$ cat src/hdl/rdmp_pkg.sv
// Types and constants of the RDM request byte parser.
`default_nettype none

package rdmp_pkg;

    localparam int UID_W = 48;

    // parser phases
    localparam logic [3:0] PH_IDLE   = 4'd0;
    localparam logic [3:0] PH_SUBSC  = 4'd1;
    localparam logic [3:0] PH_LEN    = 4'd2;
    localparam logic [3:0] PH_DEST   = 4'd3;
    localparam logic [3:0] PH_SRC    = 4'd4;
    localparam logic [3:0] PH_TRANS  = 4'd5;
    localparam logic [3:0] PH_PORT   = 4'd6;
    localparam logic [3:0] PH_MCOUNT = 4'd7;
    localparam logic [3:0] PH_SUBDEV = 4'd8;
    localparam logic [3:0] PH_CMD    = 4'd9;
    localparam logic [3:0] PH_PID    = 4'd10;
    localparam logic [3:0] PH_PLEN   = 4'd11;
    localparam logic [3:0] PH_DATA   = 4'd12;
    localparam logic [3:0] PH_CSUM   = 4'd13;

    // result kinds
    localparam logic [1:0] RK_PARAM  = 2'd0;
    localparam logic [1:0] RK_ACCEPT = 2'd1;
    localparam logic [1:0] RK_BAD    = 2'd2;

    // destination classes
    localparam logic [1:0] DC_DEVICE    = 2'd0;
    localparam logic [1:0] DC_BROADCAST = 2'd1;
    localparam logic [1:0] DC_VENDOR    = 2'd2;

    localparam logic       REQ_FRAME = 1'b1;
    localparam logic [7:0] SUB_START = 8'h01;
    localparam logic [15:0] RDM_SC   = 16'h00CC;
    localparam logic [7:0] ALL_ONES  = 8'hFF;
    localparam logic [7:0] HDR_LEN   = 8'd24;

    typedef struct packed {
        logic       req_type;
        logic [7:0] data_byte;
    } rdmp_item_t;

    typedef struct packed {
        logic [1:0]       result_kind;
        logic [7:0]       param_byte;
        logic [7:0]       param_index;
        logic [1:0]       dest_class;
        logic [UID_W-1:0] sender_uid;
        logic [7:0]       transaction_no;
        logic [7:0]       port_or_response;
        logic [15:0]      sub_device_no;
        logic [7:0]       command_class_code;
        logic [15:0]      pid;
        logic [7:0]       param_count;
    } rdmp_result_t;

endpackage

`default_nettype wire

$ cat src/hdl/rdmp_if.sv
// Valid/ready channel interfaces for request bytes and parser results.
`default_nettype none

interface rdmp_in_if;
    logic       valid;
    logic       ready;
    logic       req_type;
    logic [7:0] data_byte;

    modport source (output valid, output req_type, output data_byte, input ready);
    modport sink   (input valid, input req_type, input data_byte, output ready);
    modport mon    (input valid, input req_type, input data_byte, input ready);
endinterface

interface rdmp_out_if;
    logic        valid;
    logic        ready;
    logic [1:0]  result_kind;
    logic [7:0]  param_byte;
    logic [7:0]  param_index;
    logic [1:0]  dest_class;
    logic [47:0] sender_uid;
    logic [7:0]  transaction_no;
    logic [7:0]  port_or_response;
    logic [15:0] sub_device_no;
    logic [7:0]  command_class_code;
    logic [15:0] pid;
    logic [7:0]  param_count;

    modport source (
        output valid, input ready,
        output result_kind, output param_byte, output param_index, output dest_class,
        output sender_uid, output transaction_no, output port_or_response,
        output sub_device_no, output command_class_code, output pid, output param_count
    );
    modport sink (
        input valid, output ready,
        input result_kind, input param_byte, input param_index, input dest_class,
        input sender_uid, input transaction_no, input port_or_response,
        input sub_device_no, input command_class_code, input pid, input param_count
    );
    modport mon (
        input valid, input ready,
        input result_kind, input param_byte, input param_index, input dest_class,
        input sender_uid, input transaction_no, input port_or_response,
        input sub_device_no, input command_class_code, input pid, input param_count
    );
endinterface

`default_nettype wire

$ cat src/hdl/rdm_request_byte_parser.sv
// RDM request byte parser: takes the bytes after the RDM start code, one item
// per byte, on channel req (req_type 1 = frame start, 0 = data byte).
// Results leave on channel rsp: one item per parameter byte, then one verdict
// item (accepted or checksum bad) after the second checksum byte, each with
// the captured header fields. Frames with a bad sub start code, short length,
// nonzero message count, wrong parameter length or a foreign destination are
// dropped without a result.
// device_uid is written through cfg_we/cfg_wdata only while the parser is idle;
// the user is bound to this, the block does not enforce it. Each byte accepted
// on req enters the input register; the combinational parser step builds its
// result and the result register loads it. Throughput: one byte per cycle
// while rsp does not stall. When rsp stalls, the result register holds;
// the byte that would produce the next result waits in the input register and
// req.ready drops, while bytes that produce no result keep flowing.
// Reset clears device_uid to zero and puts the parser in idle, where bytes
// are ignored until a frame start arrives.
`default_nettype none

module rdm_request_byte_parser
    import rdmp_pkg::*;
(
    input  wire logic             clk,
    input  wire logic             rst_n,
    input  wire logic             cfg_we,
    input  wire logic [UID_W-1:0] cfg_wdata,
    rdmp_in_if.sink               req,
    rdmp_out_if.source            rsp
);

    logic [UID_W-1:0] device_uid_reg;
    rdmp_item_t       item;
    logic             item_valid;
    logic             take;
    logic             res_load;
    logic             slot_free;
    rdmp_result_t     res;

    always_ff @(posedge clk or negedge rst_n)
    begin
        if (!rst_n)
        begin
            device_uid_reg <= '0;
        end
        else if (cfg_we)
        begin
            device_uid_reg <= cfg_wdata;
        end
    end

    rdmp_in_stage u_in (
        .clk        (clk),
        .rst_n      (rst_n),
        .req        (req),
        .take       (take),
        .item       (item),
        .item_valid (item_valid)
    );

    rdmp_core u_core (
        .clk        (clk),
        .rst_n      (rst_n),
        .device_uid (device_uid_reg),
        .item       (item),
        .item_valid (item_valid),
        .slot_free  (slot_free),
        .take       (take),
        .res_load   (res_load),
        .res        (res)
    );

    rdmp_out_stage u_out (
        .clk       (clk),
        .rst_n     (rst_n),
        .res_load  (res_load),
        .res       (res),
        .slot_free (slot_free),
        .rsp       (rsp)
    );

endmodule

`default_nettype wire

$ cat src/hdl/rdmp_in_stage.sv
// Input register holding one request byte item for the parser core.
`default_nettype none

module rdmp_in_stage
    import rdmp_pkg::*;
(
    input  wire logic       clk,
    input  wire logic       rst_n,
    rdmp_in_if.sink         req,
    input  wire logic       take,
    output rdmp_item_t      item,
    output logic            item_valid
);

    logic       valid_reg;
    logic       valid_next;
    rdmp_item_t item_reg;

    assign req.ready  = !valid_reg || take;
    assign item       = item_reg;
    assign item_valid = valid_reg;

    always_comb
    begin
        valid_next = valid_reg;
        if (req.valid && req.ready)
        begin
            valid_next = 1'b1;
        end
        else if (take)
        begin
            valid_next = 1'b0;
        end
    end

    always_ff @(posedge clk or negedge rst_n)
    begin
        if (!rst_n)
        begin
            valid_reg <= 1'b0;
        end
        else
        begin
            valid_reg <= valid_next;
        end
    end

    always_ff @(posedge clk)
    begin
        if (req.valid && req.ready)
        begin
            item_reg.req_type  <= req.req_type;
            item_reg.data_byte <= req.data_byte;
        end
    end

endmodule

`default_nettype wire

$ cat src/hdl/rdmp_core.sv
// Parser state machine: header capture, address match, checksum, result build.
`default_nettype none

module rdmp_core
    import rdmp_pkg::*;
(
    input  wire logic             clk,
    input  wire logic             rst_n,
    input  wire logic [UID_W-1:0] device_uid,
    input  wire rdmp_item_t       item,
    input  wire logic             item_valid,
    input  wire logic             slot_free,
    output logic                  take,
    output logic                  res_load,
    output rdmp_result_t          res
);

    logic [3:0]       phase_reg, phase_next;
    logic [7:0]       count_reg, count_next;
    logic [15:0]      sum_reg, sum_next;
    logic [7:0]       rx_hi_reg, rx_hi_next;
    logic             m_dev_reg, m_dev_next;
    logic             m_bc_reg, m_bc_next;
    logic             m_vnd_reg, m_vnd_next;
    logic [7:0]       len_reg, len_next;
    logic [UID_W-1:0] src_reg, src_next;
    logic [7:0]       trans_reg, trans_next;
    logic [7:0]       port_reg, port_next;
    logic [15:0]      subdev_reg, subdev_next;
    logic [7:0]       cmd_reg, cmd_next;
    logic [15:0]      pid_reg, pid_next;
    logic [7:0]       pcount_reg, pcount_next;

    logic [7:0]  b;
    logic [7:0]  cnt_inc;
    logic [7:0]  own;
    logic [15:0] expect_sum;
    logic        emit;
    logic [1:0]  kind;
    logic [7:0]  pbyte;
    logic [7:0]  pidx;

    assign b          = item.data_byte;
    assign cnt_inc    = count_reg + 8'd1;
    assign expect_sum = sum_reg + RDM_SC;

    // a result comes from every data byte and from the second checksum byte
    assign emit = item_valid && (item.req_type != REQ_FRAME)
                  && ((phase_reg == PH_DATA) || ((phase_reg == PH_CSUM) && (count_reg != 8'd0)));
    assign take     = item_valid && (!emit || slot_free);
    assign res_load = emit && slot_free;

    always_comb
    begin
        case (count_reg[2:0])
            3'd0:    own = device_uid[47:40];
            3'd1:    own = device_uid[39:32];
            3'd2:    own = device_uid[31:24];
            3'd3:    own = device_uid[23:16];
            3'd4:    own = device_uid[15:8];
            3'd5:    own = device_uid[7:0];
            default: own = 8'd0;
        endcase
    end

    always_comb
    begin
        phase_next  = phase_reg;
        count_next  = count_reg;
        sum_next    = sum_reg;
        rx_hi_next  = rx_hi_reg;
        m_dev_next  = m_dev_reg;
        m_bc_next   = m_bc_reg;
        m_vnd_next  = m_vnd_reg;
        len_next    = len_reg;
        src_next    = src_reg;
        trans_next  = trans_reg;
        port_next   = port_reg;
        subdev_next = subdev_reg;
        cmd_next    = cmd_reg;
        pid_next    = pid_reg;
        pcount_next = pcount_reg;
        kind        = RK_PARAM;
        pbyte       = 8'd0;
        pidx        = 8'd0;

        if (take && (item.req_type == REQ_FRAME))
        begin
            phase_next = PH_SUBSC;
            count_next = 8'd0;
            sum_next   = 16'd0;
            rx_hi_next = 8'd0;
            m_dev_next = 1'b1;
            m_bc_next  = 1'b1;
            m_vnd_next = 1'b1;
            len_next   = 8'd0;
        end
        else if (take)
        begin
            if ((phase_reg >= PH_SUBSC) && (phase_reg < PH_CSUM))
            begin
                sum_next = sum_reg + {8'd0, b};
            end
            case (phase_reg)
                PH_SUBSC:
                begin
                    phase_next = (b == SUB_START) ? PH_LEN : PH_IDLE;
                end
                PH_LEN:
                begin
                    if (b >= HDR_LEN)
                    begin
                        len_next   = b;
                        phase_next = PH_DEST;
                    end
                    else
                    begin
                        phase_next = PH_IDLE;
                    end
                end
                PH_DEST:
                begin
                    if (b != own)
                    begin
                        m_dev_next = 1'b0;
                    end
                    if (b != ALL_ONES)
                    begin
                        m_bc_next = 1'b0;
                    end
                    // vendorcast: manufacturer bytes match, device part all ones
                    if (count_reg < 8'd2)
                    begin
                        if (b != own)
                        begin
                            m_vnd_next = 1'b0;
                        end
                    end
                    else if (b != ALL_ONES)
                    begin
                        m_vnd_next = 1'b0;
                    end
                    count_next = cnt_inc;
                    if (cnt_inc >= 8'd6)
                    begin
                        count_next = 8'd0;
                        phase_next = (m_dev_next || m_bc_next || m_vnd_next) ? PH_SRC : PH_IDLE;
                    end
                end
                PH_SRC:
                begin
                    // six bytes MSB first shift fully into place
                    src_next   = {src_reg[UID_W-9:0], b};
                    count_next = cnt_inc;
                    if (cnt_inc >= 8'd6)
                    begin
                        count_next = 8'd0;
                        phase_next = PH_TRANS;
                    end
                end
                PH_TRANS:
                begin
                    trans_next = b;
                    phase_next = PH_PORT;
                end
                PH_PORT:
                begin
                    port_next  = b;
                    phase_next = PH_MCOUNT;
                end
                PH_MCOUNT:
                begin
                    phase_next = (b == 8'd0) ? PH_SUBDEV : PH_IDLE;
                end
                PH_SUBDEV:
                begin
                    subdev_next = {subdev_reg[7:0], b};
                    count_next  = cnt_inc;
                    if (cnt_inc >= 8'd2)
                    begin
                        count_next = 8'd0;
                        phase_next = PH_CMD;
                    end
                end
                PH_CMD:
                begin
                    cmd_next   = b;
                    phase_next = PH_PID;
                end
                PH_PID:
                begin
                    pid_next   = {pid_reg[7:0], b};
                    count_next = cnt_inc;
                    if (cnt_inc >= 8'd2)
                    begin
                        count_next = 8'd0;
                        phase_next = PH_PLEN;
                    end
                end
                PH_PLEN:
                begin
                    if (b == (len_reg - HDR_LEN))
                    begin
                        pcount_next = b;
                        phase_next  = (b != 8'd0) ? PH_DATA : PH_CSUM;
                    end
                    else
                    begin
                        phase_next = PH_IDLE;
                    end
                end
                PH_DATA:
                begin
                    kind       = RK_PARAM;
                    pbyte      = b;
                    pidx       = count_reg;
                    count_next = cnt_inc;
                    if (cnt_inc >= pcount_reg)
                    begin
                        count_next = 8'd0;
                        phase_next = PH_CSUM;
                    end
                end
                PH_CSUM:
                begin
                    if (count_reg == 8'd0)
                    begin
                        rx_hi_next = b;
                        count_next = cnt_inc;
                    end
                    else
                    begin
                        kind       = ({rx_hi_reg, b} == expect_sum) ? RK_ACCEPT : RK_BAD;
                        count_next = 8'd0;
                        phase_next = PH_IDLE;
                    end
                end
                default:
                begin
                    phase_next = PH_IDLE;
                end
            endcase
        end
    end

    always_comb
    begin
        res.result_kind        = kind;
        res.param_byte         = pbyte;
        res.param_index        = pidx;
        res.dest_class         = m_vnd_reg ? DC_VENDOR : (m_bc_reg ? DC_BROADCAST : DC_DEVICE);
        res.sender_uid         = src_reg;
        res.transaction_no     = trans_reg;
        res.port_or_response   = port_reg;
        res.sub_device_no      = subdev_reg;
        res.command_class_code = cmd_reg;
        res.pid                = pid_reg;
        res.param_count        = pcount_reg;
    end

    always_ff @(posedge clk or negedge rst_n)
    begin
        if (!rst_n)
        begin
            phase_reg <= PH_IDLE;
            count_reg <= 8'd0;
            sum_reg   <= 16'd0;
            rx_hi_reg <= 8'd0;
            m_dev_reg <= 1'b1;
            m_bc_reg  <= 1'b1;
            m_vnd_reg <= 1'b1;
            len_reg   <= 8'd0;
        end
        else
        begin
            phase_reg <= phase_next;
            count_reg <= count_next;
            sum_reg   <= sum_next;
            rx_hi_reg <= rx_hi_next;
            m_dev_reg <= m_dev_next;
            m_bc_reg  <= m_bc_next;
            m_vnd_reg <= m_vnd_next;
            len_reg   <= len_next;
        end
    end

    // header fields are all rewritten before any result of a frame
    always_ff @(posedge clk)
    begin
        src_reg    <= src_next;
        trans_reg  <= trans_next;
        port_reg   <= port_next;
        subdev_reg <= subdev_next;
        cmd_reg    <= cmd_next;
        pid_reg    <= pid_next;
        pcount_reg <= pcount_next;
    end

endmodule

`default_nettype wire

$ cat src/hdl/rdmp_out_stage.sv
// Result register driving the output channel.
`default_nettype none

module rdmp_out_stage
    import rdmp_pkg::*;
(
    input  wire logic         clk,
    input  wire logic         rst_n,
    input  wire logic         res_load,
    input  wire rdmp_result_t res,
    output logic              slot_free,
    rdmp_out_if.source        rsp
);

    logic         valid_reg;
    logic         valid_next;
    rdmp_result_t res_reg;

    assign slot_free = !valid_reg || rsp.ready;

    always_comb
    begin
        valid_next = valid_reg;
        if (res_load)
        begin
            valid_next = 1'b1;
        end
        else if (rsp.ready)
        begin
            valid_next = 1'b0;
        end
    end

    always_ff @(posedge clk or negedge rst_n)
    begin
        if (!rst_n)
        begin
            valid_reg <= 1'b0;
        end
        else
        begin
            valid_reg <= valid_next;
        end
    end

    always_ff @(posedge clk)
    begin
        if (res_load)
        begin
            res_reg <= res;
        end
    end

    assign rsp.valid              = valid_reg;
    assign rsp.result_kind        = res_reg.result_kind;
    assign rsp.param_byte         = res_reg.param_byte;
    assign rsp.param_index        = res_reg.param_index;
    assign rsp.dest_class         = res_reg.dest_class;
    assign rsp.sender_uid         = res_reg.sender_uid;
    assign rsp.transaction_no     = res_reg.transaction_no;
    assign rsp.port_or_response   = res_reg.port_or_response;
    assign rsp.sub_device_no      = res_reg.sub_device_no;
    assign rsp.command_class_code = res_reg.command_class_code;
    assign rsp.pid                = res_reg.pid;
    assign rsp.param_count        = res_reg.param_count;

endmodule

`default_nettype wire

$ cat src/flat_wrapper.sv
// flat-port wrapper written by rule: the top's interface ports become plain ports
module rdm_request_byte_parser_flat import rdmp_pkg::*;
  (clk, rst_n, cfg_we, cfg_wdata, req_valid, req_req_type, req_data_byte, req_ready, rsp_valid, rsp_ready, rsp_result_kind, rsp_param_byte, rsp_param_index, rsp_dest_class, rsp_sender_uid, rsp_transaction_no, rsp_port_or_response, rsp_sub_device_no, rsp_command_class_code, rsp_pid, rsp_param_count);
  rdmp_in_if req_i ();
  rdmp_out_if rsp_i ();
  input  wire logic clk;
  input  wire logic rst_n;
  input  wire logic cfg_we;
  input  wire logic [UID_W-1:0] cfg_wdata;
  input wire logic [$bits(req_i.valid)-1:0] req_valid;
  input wire logic [$bits(req_i.req_type)-1:0] req_req_type;
  input wire logic [$bits(req_i.data_byte)-1:0] req_data_byte;
  output wire logic [$bits(req_i.ready)-1:0] req_ready;
  output wire logic [$bits(rsp_i.valid)-1:0] rsp_valid;
  input wire logic [$bits(rsp_i.ready)-1:0] rsp_ready;
  output wire logic [$bits(rsp_i.result_kind)-1:0] rsp_result_kind;
  output wire logic [$bits(rsp_i.param_byte)-1:0] rsp_param_byte;
  output wire logic [$bits(rsp_i.param_index)-1:0] rsp_param_index;
  output wire logic [$bits(rsp_i.dest_class)-1:0] rsp_dest_class;
  output wire logic [$bits(rsp_i.sender_uid)-1:0] rsp_sender_uid;
  output wire logic [$bits(rsp_i.transaction_no)-1:0] rsp_transaction_no;
  output wire logic [$bits(rsp_i.port_or_response)-1:0] rsp_port_or_response;
  output wire logic [$bits(rsp_i.sub_device_no)-1:0] rsp_sub_device_no;
  output wire logic [$bits(rsp_i.command_class_code)-1:0] rsp_command_class_code;
  output wire logic [$bits(rsp_i.pid)-1:0] rsp_pid;
  output wire logic [$bits(rsp_i.param_count)-1:0] rsp_param_count;
  assign req_i.valid = req_valid;
  assign req_i.req_type = req_req_type;
  assign req_i.data_byte = req_data_byte;
  assign req_ready = req_i.ready;
  assign rsp_valid = rsp_i.valid;
  assign rsp_i.ready = rsp_ready;
  assign rsp_result_kind = rsp_i.result_kind;
  assign rsp_param_byte = rsp_i.param_byte;
  assign rsp_param_index = rsp_i.param_index;
  assign rsp_dest_class = rsp_i.dest_class;
  assign rsp_sender_uid = rsp_i.sender_uid;
  assign rsp_transaction_no = rsp_i.transaction_no;
  assign rsp_port_or_response = rsp_i.port_or_response;
  assign rsp_sub_device_no = rsp_i.sub_device_no;
  assign rsp_command_class_code = rsp_i.command_class_code;
  assign rsp_pid = rsp_i.pid;
  assign rsp_param_count = rsp_i.param_count;
  rdm_request_byte_parser u_core (.clk(clk), .rst_n(rst_n), .cfg_we(cfg_we), .cfg_wdata(cfg_wdata), .req(req_i), .rsp(rsp_i));
endmodule
$ cat config.mk
export PLATFORM = sky130hd
export DESIGN_NAME = rdm_request_byte_parser_flat
export DESIGN_NICKNAME = d
export VERILOG_FILES = /design/src/hdl/rdmp_pkg.sv /design/src/hdl/rdmp_if.sv /design/src/hdl/rdm_request_byte_parser.sv /design/src/hdl/rdmp_in_stage.sv /design/src/hdl/rdmp_core.sv /design/src/hdl/rdmp_out_stage.sv /design/src/flat_wrapper.sv
export SDC_FILE = /design/constraint.sdc
export NUM_CORES = 1
export LEC_CHECK = 0
export ABC_CLOCK_PERIOD_IN_PS = 10250
export BUFFER_PORTS_ARGS = -buffer_cell sky130_fd_sc_hd__buf_2
export CAP_MARGIN = 20
export CORE_ASPECT_RATIO = 0.6
export CORE_UTILIZATION = 57
export CTS_CLUSTER_SIZE = 25
export DETAILED_ROUTE_END_ITERATION = 10
export GPL_TIMING_DRIVEN = 0
export PLACE_DENSITY = 0.79
export SYNTH_ARGS = -nofsm -noshare
export SYNTH_HDL_FRONTEND = slang
export SYNTH_SLANG_ARGS = --single-unit
$ cat constraint.sdc
create_clock -name clk -period 10.25 [get_ports clk]
set_input_delay 0.5125 -clock clk [delete_from_list [all_inputs] [get_ports clk]]
set_output_delay 0.5125 -clock clk [all_outputs]
set_load 0.1 [all_outputs]
Word-level counts from Yosys, hierarchy flattened
Index checks and enable logic that the tools add are counted.
{"block": "classes", "add_sub_neg": 4, "n_lt_le_gt_ge": 7, "eq_ne": 29, "n_mux": 63, "bitwise": 5, "n_reduce_logical": 49}
{"op": "$mux W8", "count": 14}
{"op": "$pmux W4 S13", "count": 1}
{"op": "$mux W16", "count": 3}
{"op": "$pmux W8 S6", "count": 1}
{"op": "$mux W4", "count": 10}
{"op": "$pmux W8 S4", "count": 1}
{"op": "$mux W1", "count": 29}
{"op": "$eq A4 B4 Y1 const B", "count": 6}
{"op": "$reduce_and A3 Y1", "count": 8}
{"op": "$reduce_bool A2 Y1", "count": 9}
{"op": "$add A16 B8 Y16", "count": 1}
{"op": "$add A16 B8 Y16 const B", "count": 1}
{"op": "$eq A16 B16 Y1", "count": 1}
{"op": "$eq A4 B3 Y1 const B", "count": 4}
{"op": "$logic_not A8 Y1", "count": 2}
{"op": "$reduce_bool A8 Y1", "count": 2}
{"op": "$ne A3 B3 Y1 const B", "count": 5}
{"op": "$add A8 B1 Y8 const B", "count": 1}
{"op": "$eq A4 B2 Y1 const B", "count": 2}
{"op": "$eq A8 B1 Y1 const B", "count": 1}
{"op": "$eq A8 B8 Y1", "count": 1}
{"op": "$ge A8 B2 Y1 const B", "count": 1}
{"op": "$ge A8 B3 Y1 const B", "count": 1}
{"op": "$ge A8 B5 Y1 const B", "count": 1}
{"op": "other kinds (26)", "count": 51}
{"block": "totals", "reg_bits": 350}

Longest topological paths before layout
Gate-level depths: netlist of the first run.
{"block": "logic_depth", "depth_word": 16, "depth_mapped": 13, "ltp_nobuf": 11}

Cells and area by module
A second synthesis of the first run with hierarchy kept.
{"block": "hier_totals", "cells_unflattened": 910, "hier_area_um2": 14056.0}
{"mod": "rdmp_core", "n_inst": 1, "cells_per_inst": 661, "area_each_um2": 7860.0, "seq_area_each_um2": 4543.1}
{"mod": "rdmp_out_stage", "n_inst": 1, "cells_per_inst": 135, "area_each_um2": 4011.3, "seq_area_each_um2": 3988.8}
{"mod": "rdm_request_byte_parser", "n_inst": 1, "cells_per_inst": 101, "area_each_um2": 1860.5, "seq_area_each_um2": 1201.2}
{"mod": "rdmp_in_stage", "n_inst": 1, "cells_per_inst": 13, "area_each_um2": 324.1, "seq_area_each_um2": 295.3}

Worst setup path before layout of the first run
No wires, ideal clock.
{"block": "synth_timing", "path_kind": "register -> register", "start": "reg u_core.u_core.count_reg[0]", "end": "reg u_core.u_out.res_reg (netlist bit u_core.u_out.rsp.command_class_code[0]), enable pin", "setup_ps": 641, "arrival_time_ps": 7052, "required_time_ps": 9609, "path_slack_ps": 2556, "path_stages_with_launch": 6, "n_path_buf": 0, "synth_period_minus_slack_ps": 7694, "cell_sequence": "dfrtp_1 -> inv_1 -> ha_1 -> a41o_2 -> nand2b_1 -> nor2b_1"}
{"block": "synth_via", "elab_chain_cells": 5}
{"item": "start: declaration", "line": "rdmp_core.sv:19", "rtl": "logic [7:0] count_reg, count_next;"}
{"item": "start signal: assignment", "line": "rdmp_core.sv:277", "rtl": "count_reg <= count_next;"}
{"item": "$reduce_bool A8 Y1", "line": "rdmp_core.sv:49", "rtl": "&& ((phase_reg == PH_DATA) || ((phase_reg == PH_CSUM) && (count_reg != 8'd0)));"}
{"item": "$logic_and A1 B1 Y1", "line": "rdmp_core.sv:49"}
{"item": "$logic_or A1 B1 Y1", "line": "rdmp_core.sv:49"}
{"item": "$logic_and A1 B1 Y1", "line": "rdmp_core.sv:49"}
{"item": "$logic_and A1 B1 Y1", "line": "rdmp_core.sv:51", "rtl": "assign res_load = emit && slot_free;"}
{"item": "named net u_core.res_load", "line": "rdm_request_byte_parser.sv:34", "rtl": "logic res_load;"}
{"item": "end signal: assignment", "line": "rdmp_out_stage.sv:50", "rtl": "res_reg <= res;"}
{"item": "end: declaration", "line": "rdmp_out_stage.sv:17", "rtl": "rdmp_result_t res_reg;"}
The timed path passes the listed nets, and every way through them passes these cells.
A chain may end at the register's enable or synchronous reset.

Final worst setup path of the first run
{"block": "layout_timing", "start": "reg u_core.u_core.count_reg[1]", "end": "reg u_core.u_core.src_reg[36], enable pin"}
{"block": "layout_via", "elab_chain_cells": 10}
{"item": "$reduce_bool A8 Y1 *", "line": "rdmp_core.sv:49"}
{"item": "$logic_and A1 B1 Y1 *", "line": "rdmp_core.sv:49"}
{"item": "$logic_or A1 B1 Y1 *", "line": "rdmp_core.sv:49"}
{"item": "$logic_and A1 B1 Y1 *", "line": "rdmp_core.sv:49"}
{"item": "$logic_not A1 Y1 *", "line": "rdmp_core.sv:50", "rtl": "assign take = item_valid && (!emit || slot_free);"}
{"item": "$logic_or A1 B1 Y1 *", "line": "rdmp_core.sv:50"}
{"item": "$logic_and A1 B1 Y1 *", "line": "rdmp_core.sv:50"}
{"item": "$logic_and A1 B1 Y1", "line": "rdmp_core.sv:87", "rtl": "if (take && (item.req_type == REQ_FRAME))"}
{"item": "$not A1 Y1 (no line)"}
{"item": "$reduce_and A3 Y1 (no line) *"}
{"item": "end signal: assignment", "line": "rdmp_core.sv:290", "rtl": "src_reg <= src_next;"}
{"item": "end: declaration", "line": "rdmp_core.sv:26", "rtl": "logic [UID_W-1:0] src_reg, src_next;"}
Every way passes the cells marked *; elsewhere a longest branch is shown, timed or not.

==> run_summary.xml, run 1 <==
<?xml version="1.0" encoding="UTF-8"?>
<metrics>
  <group name="clocking">
    <metric name="cts_htree_levels" unit="">1</metric>
    <metric name="tritoncts.num_buffers" unit="">30</metric>
    <metric name="post-cts-setup-buffers" unit="">0</metric>
    <metric name="clk_pin_slew" unit="ps">70</metric>
    <metric name="clock_tree_root" unit="">sky130_fd_sc_hd__clkbuf_16</metric>
    <metric name="clockBufferDepth" unit="">3</metric>
    <metric name="insertion_delay" unit="ps">550</metric>
    <metric name="cts-hold-fix-buffers" unit="">1</metric>
    <metric name="cts_tree" unit="">done</metric>
    <metric name="cts_repair_resize_count" unit="">0</metric>
    <metric name="cts_sinks" unit="">350</metric>
  </group>
  <group name="hold_path">
    <metric name="hold_path.startpoint" unit="">req_data_byte[5]</metric>
    <metric name="worstHoldEndpoint" unit="">u_core.u_in.item[5]</metric>
    <metric name="whs_path_depth" unit="">1</metric>
    <metric name="worst_hold_path_type" unit="">in2reg</metric>
  </group>
  <group name="drt">
    <metric name="firstDrtPassIters" unit="">5</metric>
    <metric name="routed-via-count" unit="">8479</metric>
    <metric name="drt-initial-drc-count" unit="">807</metric>
    <metric name="routed_wl" unit="um">30990</metric>
    <metric name="avgRoutedWirePerCell" unit="um">21.17</metric>
    <metric name="remaining_drc_errors" unit="">0</metric>
    <metric name="postRouteAntennaNets" unit="">0</metric>
    <metric name="drt-vias-per-instance" unit="">5.792</metric>
  </group>
  <group name="grt">
    <metric name="via_count_of_the_first_global_routing_pass" unit="">8195</metric>
    <metric name="grt_first_pass_wirelength" unit="um">47470</metric>
    <metric name="antenna_violations_before_repair" unit="">0</metric>
    <metric name="grt_remaining_overflow" unit="">0</metric>
    <metric name="grt_max_degree" unit="">70</metric>
    <metric name="grt_usage" unit="%">25.18</metric>
  </group>
  <group name="layout">
    <metric name="area_growth" unit="%">18.45</metric>
    <metric name="num_antenna_cells" unit="">0</metric>
    <metric name="final_net_count" unit="">1213</metric>
    <metric name="post_route_cells_drive_above_1_share" unit="%">30.64</metric>
  </group>
  <group name="floorplan">
    <metric name="fp-row-count" unit="">43</metric>
    <metric name="die_h" unit="um">123.3</metric>
    <metric name="initial_utilization" unit="%">59.33</metric>
    <metric name="die_w" unit="um">204.2</metric>
    <metric name="core_area" unit="um2">23570</metric>
    <metric name="ioPinCount" unit="">196</metric>
    <metric name="die-area" unit="um2">25180</metric>
  </group>
  <group name="setup_path">
    <metric name="regToRegEndpoint" unit="">u_core.u_core.src_reg[36]</metric>
    <metric name="worstRegToRegCells" unit="">10</metric>
    <metric name="setup.reg_to_reg.worst_slack" unit="ps">6680</metric>
    <metric name="worst-setup-path-type" unit="">reg2reg</metric>
    <metric name="worst-endpoint-required" unit="ps">10510</metric>
    <metric name="setup.worst_path.end_class" unit="">register</metric>
    <metric name="cp_data_arrival_time" unit="ps">3820</metric>
    <metric name="start_kind" unit="">register</metric>
    <metric name="worstReg2RegStart" unit="">u_core.u_core.count_reg[1]</metric>
    <metric name="crit_fanout" unit="">12</metric>
  </group>
  <group name="synthesis">
    <metric name="synth-async-reset-ratio" unit="%">27.71</metric>
    <metric name="synth-warning-count" unit="">0</metric>
    <metric name="synth_enable_flop_cells" unit="">253</metric>
    <metric name="netlist.area_leader.share" unit="%">54.34</metric>
    <metric name="postSynthCellCount" unit="">886</metric>
    <metric name="postSynthRegisterBits" unit="">350</metric>
    <metric name="post_synth_main_area_contributors" unit="">sky130_fd_sc_hd__edfxtp_1, sky130_fd_sc_hd__dfrtp_1, sky130_fd_sc_hd__mux2_2, sky130_fd_sc_hd__ha_1, sky130_fd_sc_hd__xnor2_1</metric>
    <metric name="synth.avg_cell_area" unit="um2">15.78</metric>
    <metric name="mappedNetlistArea" unit="um2">13980</metric>
    <metric name="synth_cell_types" unit="">92</metric>
    <metric name="synthesized_netlist_net_count" unit="">973</metric>
    <metric name="synthDominantAreaCellType" unit="">sky130_fd_sc_hd__edfxtp_1</metric>
    <metric name="yosys.cell_count.top_type" unit="">sky130_fd_sc_hd__edfxtp_1</metric>
    <metric name="synth-main-ff-cell" unit="">sky130_fd_sc_hd__edfxtp_1</metric>
    <metric name="top_cells_by_count_synth" unit="">sky130_fd_sc_hd__edfxtp_1, sky130_fd_sc_hd__dfrtp_1, sky130_fd_sc_hd__mux2_2</metric>
    <metric name="ys_seq_area_share" unit="%">71.73</metric>
  </group>
  <group name="timing">
    <metric name="post-route-min-period" unit="ps">3566</metric>
    <metric name="rsz0062_at_grt" unit="">no</metric>
    <metric name="setup_ws" unit="ps">6684</metric>
    <metric name="timing.fmax" unit="MHz">280.4</metric>
    <metric name="finalSetupTns" unit="ps">0</metric>
    <metric name="timing.final.max_slew_violations" unit="">0</metric>
    <metric name="timing.clock.skew" unit="ps">11.17</metric>
    <metric name="slew_headroom" unit="%">21.68</metric>
    <metric name="finalHoldViolCount" unit="">0</metric>
    <metric name="period_share" unit="%">34.79</metric>
    <metric name="setup_viol" unit="">0</metric>
    <metric name="timing_worst_slew_pin_value" unit="ps">1166</metric>
    <metric name="hold_ws" unit="ps">138.7</metric>
  </group>
  <group name="outcome">
    <metric name="run_status" unit="">finished clean</metric>
  </group>
  <group name="job">
    <metric name="maxCapViolCount" unit="">0</metric>
  </group>
  <group name="power">
    <metric name="p_total" unit="mW">3.232</metric>
    <metric name="peak_ir_drop_on_the_vdd_network" unit="uV">117.8</metric>
    <metric name="static-leakage-power" unit="nW">6.426</metric>
    <metric name="powerDensity" unit="nW/um2">195.1</metric>
  </group>
  <group name="placement">
    <metric name="dp_worst_setup_slack" unit="ps">6740</metric>
    <metric name="dpl.hpwl" unit="um">22140</metric>
    <metric name="gp_congestion" unit="">0.9009</metric>
    <metric name="buffer_ports.inserted" unit="">194</metric>
  </group>
</metrics>
-- power breakdown --
group	internal [mW]	switching, mW
clock network	0.643	0.495
registers	1.55	0.0513
logic	0.203	0.289
total	2.40	0.836
-- cell families after synthesis --
group | after synthesis | share of synthesized area [%]
flip-flops | 350 | 71.73
AND/OR/NAND/NOR | 195 | 7.714
AO/OA/AOI/OAI | 142 | 8.099
multiplexers | 67 | 5.235
buffers and inverters | 62 | 2.112
XOR/XNOR | 45 | 2.819
adder cells (fa/ha/maj) | 25 | 2.291
-- critical path, stage by stage, from the launching register on --
cell and delay (ps):
sky130_fd_sc_hd__dfrtp_1 490, sky130_fd_sc_hd__inv_1 240, sky130_fd_sc_hd__ha_1 380, sky130_fd_sc_hd__a41o_2 310, sky130_fd_sc_hd__o31a_4 180, sky130_fd_sc_hd__nand2_1 150, sky130_fd_sc_hd__clkbuf_1 350, sky130_fd_sc_hd__nor3_2 550
sky130_fd_sc_hd__buf_6 240, sky130_fd_sc_hd__buf_6 180, sky130_fd_sc_hd__buf_6 180
-- through the flow --
| step | utilization (%) | instance area, um2 | instances |
|---|---|---|---|
| detailed placement | 66.02 | 15560 | 1407 |
| global placement | 65.12 | 15350 | 1395 |
| floorplan | - | 13980 | 886 |
| CTS | 70.26 | 16560 | 1463 |
| finish | 70.28 | 16560 | 1464 |
| global route | 70.28 | 16560 | 1464 |
-- layout make-up --
cell class                      instances  area, um2
Sequential cell                       350      10030
Fill cell                            1607       7004
Multi-Input combinational cell        474       3680
Timing Repair Buffer                  208       1176
Clock buffer                           38      822.0
Tap cell                              315      394.1
Buffer                                 39      209.0
Clock inverter                         17      165.2
Inverter                               23      86.33
-- layout by cell type (no fill, tap or decap), drive strengths merged, types with 5 or more instances in the layout --
cell type / count
buf: 224
a21o: 8
nand3: 18
edfxtp: 253
and3: 6
and2: 15
nand2: 31
nor3: 17
or3: 5
mux2i: 18
nor2b: 7
o22ai: 5
dfrtp: 94
nand4: 8
nor4: 11
xnor2: 28
mux2: 49
clkbuf: 60
inv: 24
a21oi: 21
xor2: 17
nor2: 42
a32oi: 7
clkinv: 12
o21ai: 18
o221ai: 6
nand2b: 9
a22oi: 9
ha: 24
o31ai: 6
a22o: 18
-- routing by layer --
layer / track usage, % / wire length, um / vias up
met2: 36.12 / 13420 / 333
met4: 3.918 / 293 / 0
met5: 0 / 0 / -
met1: 40.07 / 14740 / 4264
li1: - / - / 3856
met3: 5.561 / 2542 / 26
-- how the worst max path moves through the flow --
| stage | depth (start not counted) | end | slack [ps] | start |
|---|---|---|---|---|
| finish | 10 | u_core.u_core.src_reg[36] | 6680 | u_core.u_core.count_reg[1] |
| global route | 10 | u_core.u_core.src_reg[45] | 6480 | u_core.u_core.count_reg[1] |
| CTS | 10 | u_core.u_core.src_reg[31] | 6720 | u_core.u_core.count_reg[1] |
| detailed placement | 10 | u_core.u_core.src_reg[44] | 6740 | u_core.u_core.count_reg[1] |
| global placement | 5 | u_core.u_out.rsp.sub_device_no[13] | -690 | u_core.u_core.count_reg[1] |
| floorplan | 5 | u_core.u_out.rsp.command_class_code[0] | 2560 | u_core.u_core.count_reg[0] |
No activity file was read; power rests on OpenSTA's default activity.
==> inputs of run 2 (changes only) <==
--- a/config.mk
+++ b/config.mk
@@ -5,7 +5,7 @@
 export SDC_FILE = /design/constraint.sdc
 export NUM_CORES = 1
 export LEC_CHECK = 0
-export ABC_CLOCK_PERIOD_IN_PS = 10250
+export ABC_CLOCK_PERIOD_IN_PS = 3300
 export BUFFER_PORTS_ARGS = -buffer_cell sky130_fd_sc_hd__buf_2
 export CAP_MARGIN = 20
 export CORE_ASPECT_RATIO = 0.6
==> constraint.sdc (replaced) <==
create_clock -name clk -period 3.3 [get_ports clk]
set_input_delay 0.165 -clock clk [delete_from_list [all_inputs] [get_ports clk]]
set_output_delay 0.165 -clock clk [all_outputs]
set_load 0.1 [all_outputs]
==> run 2 against run 1 <==
  * First-iteration DRC count is 1.6% higher
  * Die area stayed put
  * Largest power group unchanged
  * Hold slack worse by 10 ps
  * Critical path type unchanged
  * Global-route usage is 1.7 points higher
  * Cell area is 4.7% higher
  * Core utilization is 3.3 points higher
  * Non-clock buffer count is 60 higher
  * Maximum frequency is 14% higher
  * Worst setup slack worse by 6500 ps
  * Clock power grew to 3.3 times the previous value
  * Total power grew to 3.2 times the previous value
  * Sequential power grew to 3.1 times the previous value
==> run_summary.xml, run 2 (synthesis results as in run 1) <==
<?xml version="1.0" encoding="UTF-8"?>
<metrics>
  <group name="drt">
    <metric name="drt-initial-drc-count" unit="">820</metric>
    <metric name="avgRoutedWirePerCell" unit="um">21.81</metric>
    <metric name="routed-via-count" unit="">8918</metric>
    <metric name="remaining_drc_errors" unit="">0</metric>
    <metric name="routed_wl" unit="um">33260</metric>
    <metric name="postRouteAntennaNets" unit="">0</metric>
    <metric name="firstDrtPassIters" unit="">5</metric>
    <metric name="drt-vias-per-instance" unit="">5.848</metric>
  </group>
  <group name="layout">
    <metric name="layout.cells.non_filler" unit="">1525</metric>
    <metric name="post_route_cells_drive_above_1_share" unit="%">30.17</metric>
    <metric name="final_net_count" unit="">1274</metric>
    <metric name="mostFrequentLayoutCells" unit="">sky130_fd_sc_hd__edfxtp_1, sky130_fd_sc_hd__buf_2, sky130_fd_sc_hd__dfrtp_1</metric>
    <metric name="mostFrequentLayoutCell" unit="">sky130_fd_sc_hd__edfxtp_1</metric>
    <metric name="area_growth" unit="%">23.99</metric>
    <metric name="num_antenna_cells" unit="">0</metric>
    <metric name="layout.filler_cells" unit="">1488</metric>
  </group>
  <group name="floorplan">
    <metric name="die-area" unit="um2">25180</metric>
    <metric name="fp-row-count" unit="">43</metric>
    <metric name="die_w" unit="um">204.2</metric>
    <metric name="die_h" unit="um">123.3</metric>
    <metric name="core_area" unit="um2">23570</metric>
    <metric name="ioPinCount" unit="">196</metric>
    <metric name="initial_utilization" unit="%">59.33</metric>
  </group>
  <group name="power">
    <metric name="static-leakage-power" unit="nW">6.757</metric>
    <metric name="powerDensity" unit="nW/um2">602.9</metric>
    <metric name="peak_ir_drop_on_the_vdd_network" unit="uV">553.8</metric>
  </group>
  <group name="timing">
    <metric name="timing.final.max_slew_violations" unit="">0</metric>
    <metric name="post-route-min-period" unit="ps">3140</metric>
    <metric name="timing.clock.skew" unit="ps">23.13</metric>
    <metric name="finalSetupTns" unit="ps">0</metric>
    <metric name="setup_ws" unit="ps">159.7</metric>
    <metric name="slew_headroom" unit="%">41.52</metric>
    <metric name="timing_worst_slew_pin_value" unit="ps">855.0</metric>
    <metric name="timing.fmax" unit="MHz">318.4</metric>
    <metric name="setup_viol" unit="">0</metric>
    <metric name="finalHoldViolCount" unit="">0</metric>
    <metric name="period_share" unit="%">95.16</metric>
    <metric name="rsz0062_at_grt" unit="">no</metric>
  </group>
  <group name="clocking">
    <metric name="tritoncts.num_buffers" unit="">31</metric>
    <metric name="cts_tree" unit="">done</metric>
    <metric name="clock_tree_root" unit="">sky130_fd_sc_hd__clkbuf_16</metric>
    <metric name="cts_htree_levels" unit="">1</metric>
    <metric name="clk_pin_slew" unit="ps">70</metric>
    <metric name="clockBufferDepth" unit="">3</metric>
    <metric name="insertion_delay" unit="ps">560</metric>
    <metric name="cts_sinks" unit="">350</metric>
  </group>
  <group name="grt">
    <metric name="antenna_violations_before_repair" unit="">0</metric>
    <metric name="grt_remaining_overflow" unit="">0</metric>
    <metric name="grt_first_pass_wirelength" unit="um">50380</metric>
    <metric name="grt_usage" unit="%">26.93</metric>
    <metric name="grt_max_degree" unit="">67</metric>
    <metric name="via_count_of_the_first_global_routing_pass" unit="">8611</metric>
  </group>
  <group name="setup_path">
    <metric name="crit_fanout" unit="">10</metric>
    <metric name="worst-setup-path-type" unit="">reg2reg</metric>
    <metric name="start_kind" unit="">register</metric>
    <metric name="cp_data_arrival_time" unit="ps">3630</metric>
    <metric name="setup.reg_to_reg.worst_slack" unit="ps">160</metric>
    <metric name="regToRegEndpoint" unit="">u_core.u_core.phase_reg[2]</metric>
    <metric name="worstRegToRegCells" unit="">10</metric>
    <metric name="worstReg2RegStart" unit="">u_core.u_core.count_reg[2]</metric>
    <metric name="worst-endpoint-required" unit="ps">3790</metric>
    <metric name="setup.worst_path.end_class" unit="">register</metric>
  </group>
  <group name="hold_path">
    <metric name="worst_hold_path_type" unit="">in2async</metric>
  </group>
  <group name="job">
    <metric name="maxCapViolCount" unit="">0</metric>
  </group>
  <group name="placement">
    <metric name="dp_worst_setup_slack" unit="ps">-62.26</metric>
    <metric name="dpl.hpwl" unit="um">22230</metric>
    <metric name="buffer_ports.inserted" unit="">194</metric>
    <metric name="gp_congestion" unit="">0.8954</metric>
    <metric name="placedCellCount" unit="">1404</metric>
  </group>
  <group name="outcome">
    <metric name="run_status" unit="">finished clean</metric>
  </group>
</metrics>
[run 2: worst max-delay path by stage]
stage / startpoint / end / cells past startpoint
floorplan: u_core.u_core.count_reg[0] / u_core.u_out.rsp.command_class_code[0] / 5
global placement: u_core.u_core.count_reg[0] / u_core.u_out.rsp.sub_device_no[13] / 5
detailed placement: u_core.u_core.count_reg[7] / u_core.u_core.cmd_reg[3] / 6
CTS: u_core.u_core.count_reg[7] / u_core.u_core.cmd_reg[6] / 6
global route: u_core.u_core.count_reg[2] / u_core.u_core.m_vnd_reg / 11
finish: u_core.u_core.count_reg[2] / u_core.u_core.phase_reg[2] / 10
[run 2: per-layer routing]
metal	track usage, %	vias up	part of all wire, %
met5	0	-	0
met4	5.177	0	1.5
met3	7.011	49	9.7
met2	40.08	425	45
met1	40.49	4461	44
li1	-	3983	-
[run 2: per-stage QoR]
step	cell area (um2)	total power [mW]	hold WS (ps)	util [%]
floorplan	14030	6.129	-130.6	-
global placement	15400	6.522	341.2	65.34
detailed placement	15600	6.587	152.8	66.18
CTS	17280	10.41	117.2	73.31
global route	17340	10.80	145.9	73.56
finish	17340	10.45	128.2	73.56
[run 2: final cells by class]
| class | instances | area [um2] | area share (%) |
|---|---|---|---|
| flip-flops and latches | 350 | 10030 | 57.86 |
| clock inverters | 16 | 235.2 | 1.357 |
| inverters | 23 | 86.33 | 0.4980 |
| repair buffers | 268 | 1792 | 10.34 |
| plain buffers | 39 | 211.5 | 1.220 |
| well taps | 315 | 394.1 | 2.274 |
| multi-input cells | 474 | 3756 | 21.67 |
| clock buffers | 40 | 829.5 | 4.785 |
[run 2: timing repair]
action                                  in CTS  in global routing
setup buffers                                2                  0
endpoints found under the setup margin      46                 35
hold endpoints to repair                    90                  0
resized for setup                            0                  8
pin swaps                                    2                  0
hold buffers                                60                  0
[run 2: power breakdown]
| part | total [mW] | internal [mW] | switching [mW] | leakage [nW] |
|---|---|---|---|---|
| combinational | 1.68 | 0.708 | 0.971 | 2.77 |
| clock | 3.79 | 2.24 | 1.55 | 0.525 |
| sequential | 4.98 | 4.82 | 0.167 | 3.46 |
| total | 10.5 | 7.77 | 2.68 | 6.76 |
[run 2: worst max-delay path, cell delays in order (launching register included)]
cell	delay, ps
sky130_fd_sc_hd__dfrtp_1	420
sky130_fd_sc_hd__buf_4	260
sky130_fd_sc_hd__clkbuf_4	260
sky130_fd_sc_hd__inv_1	80
sky130_fd_sc_hd__ha_1	310
sky130_fd_sc_hd__inv_1	120
sky130_fd_sc_hd__or4_2	650
sky130_fd_sc_hd__a2111o_1	490
sky130_fd_sc_hd__a31oi_4	260
sky130_fd_sc_hd__o2bb2ai_2	110
sky130_fd_sc_hd__a21o_1	110
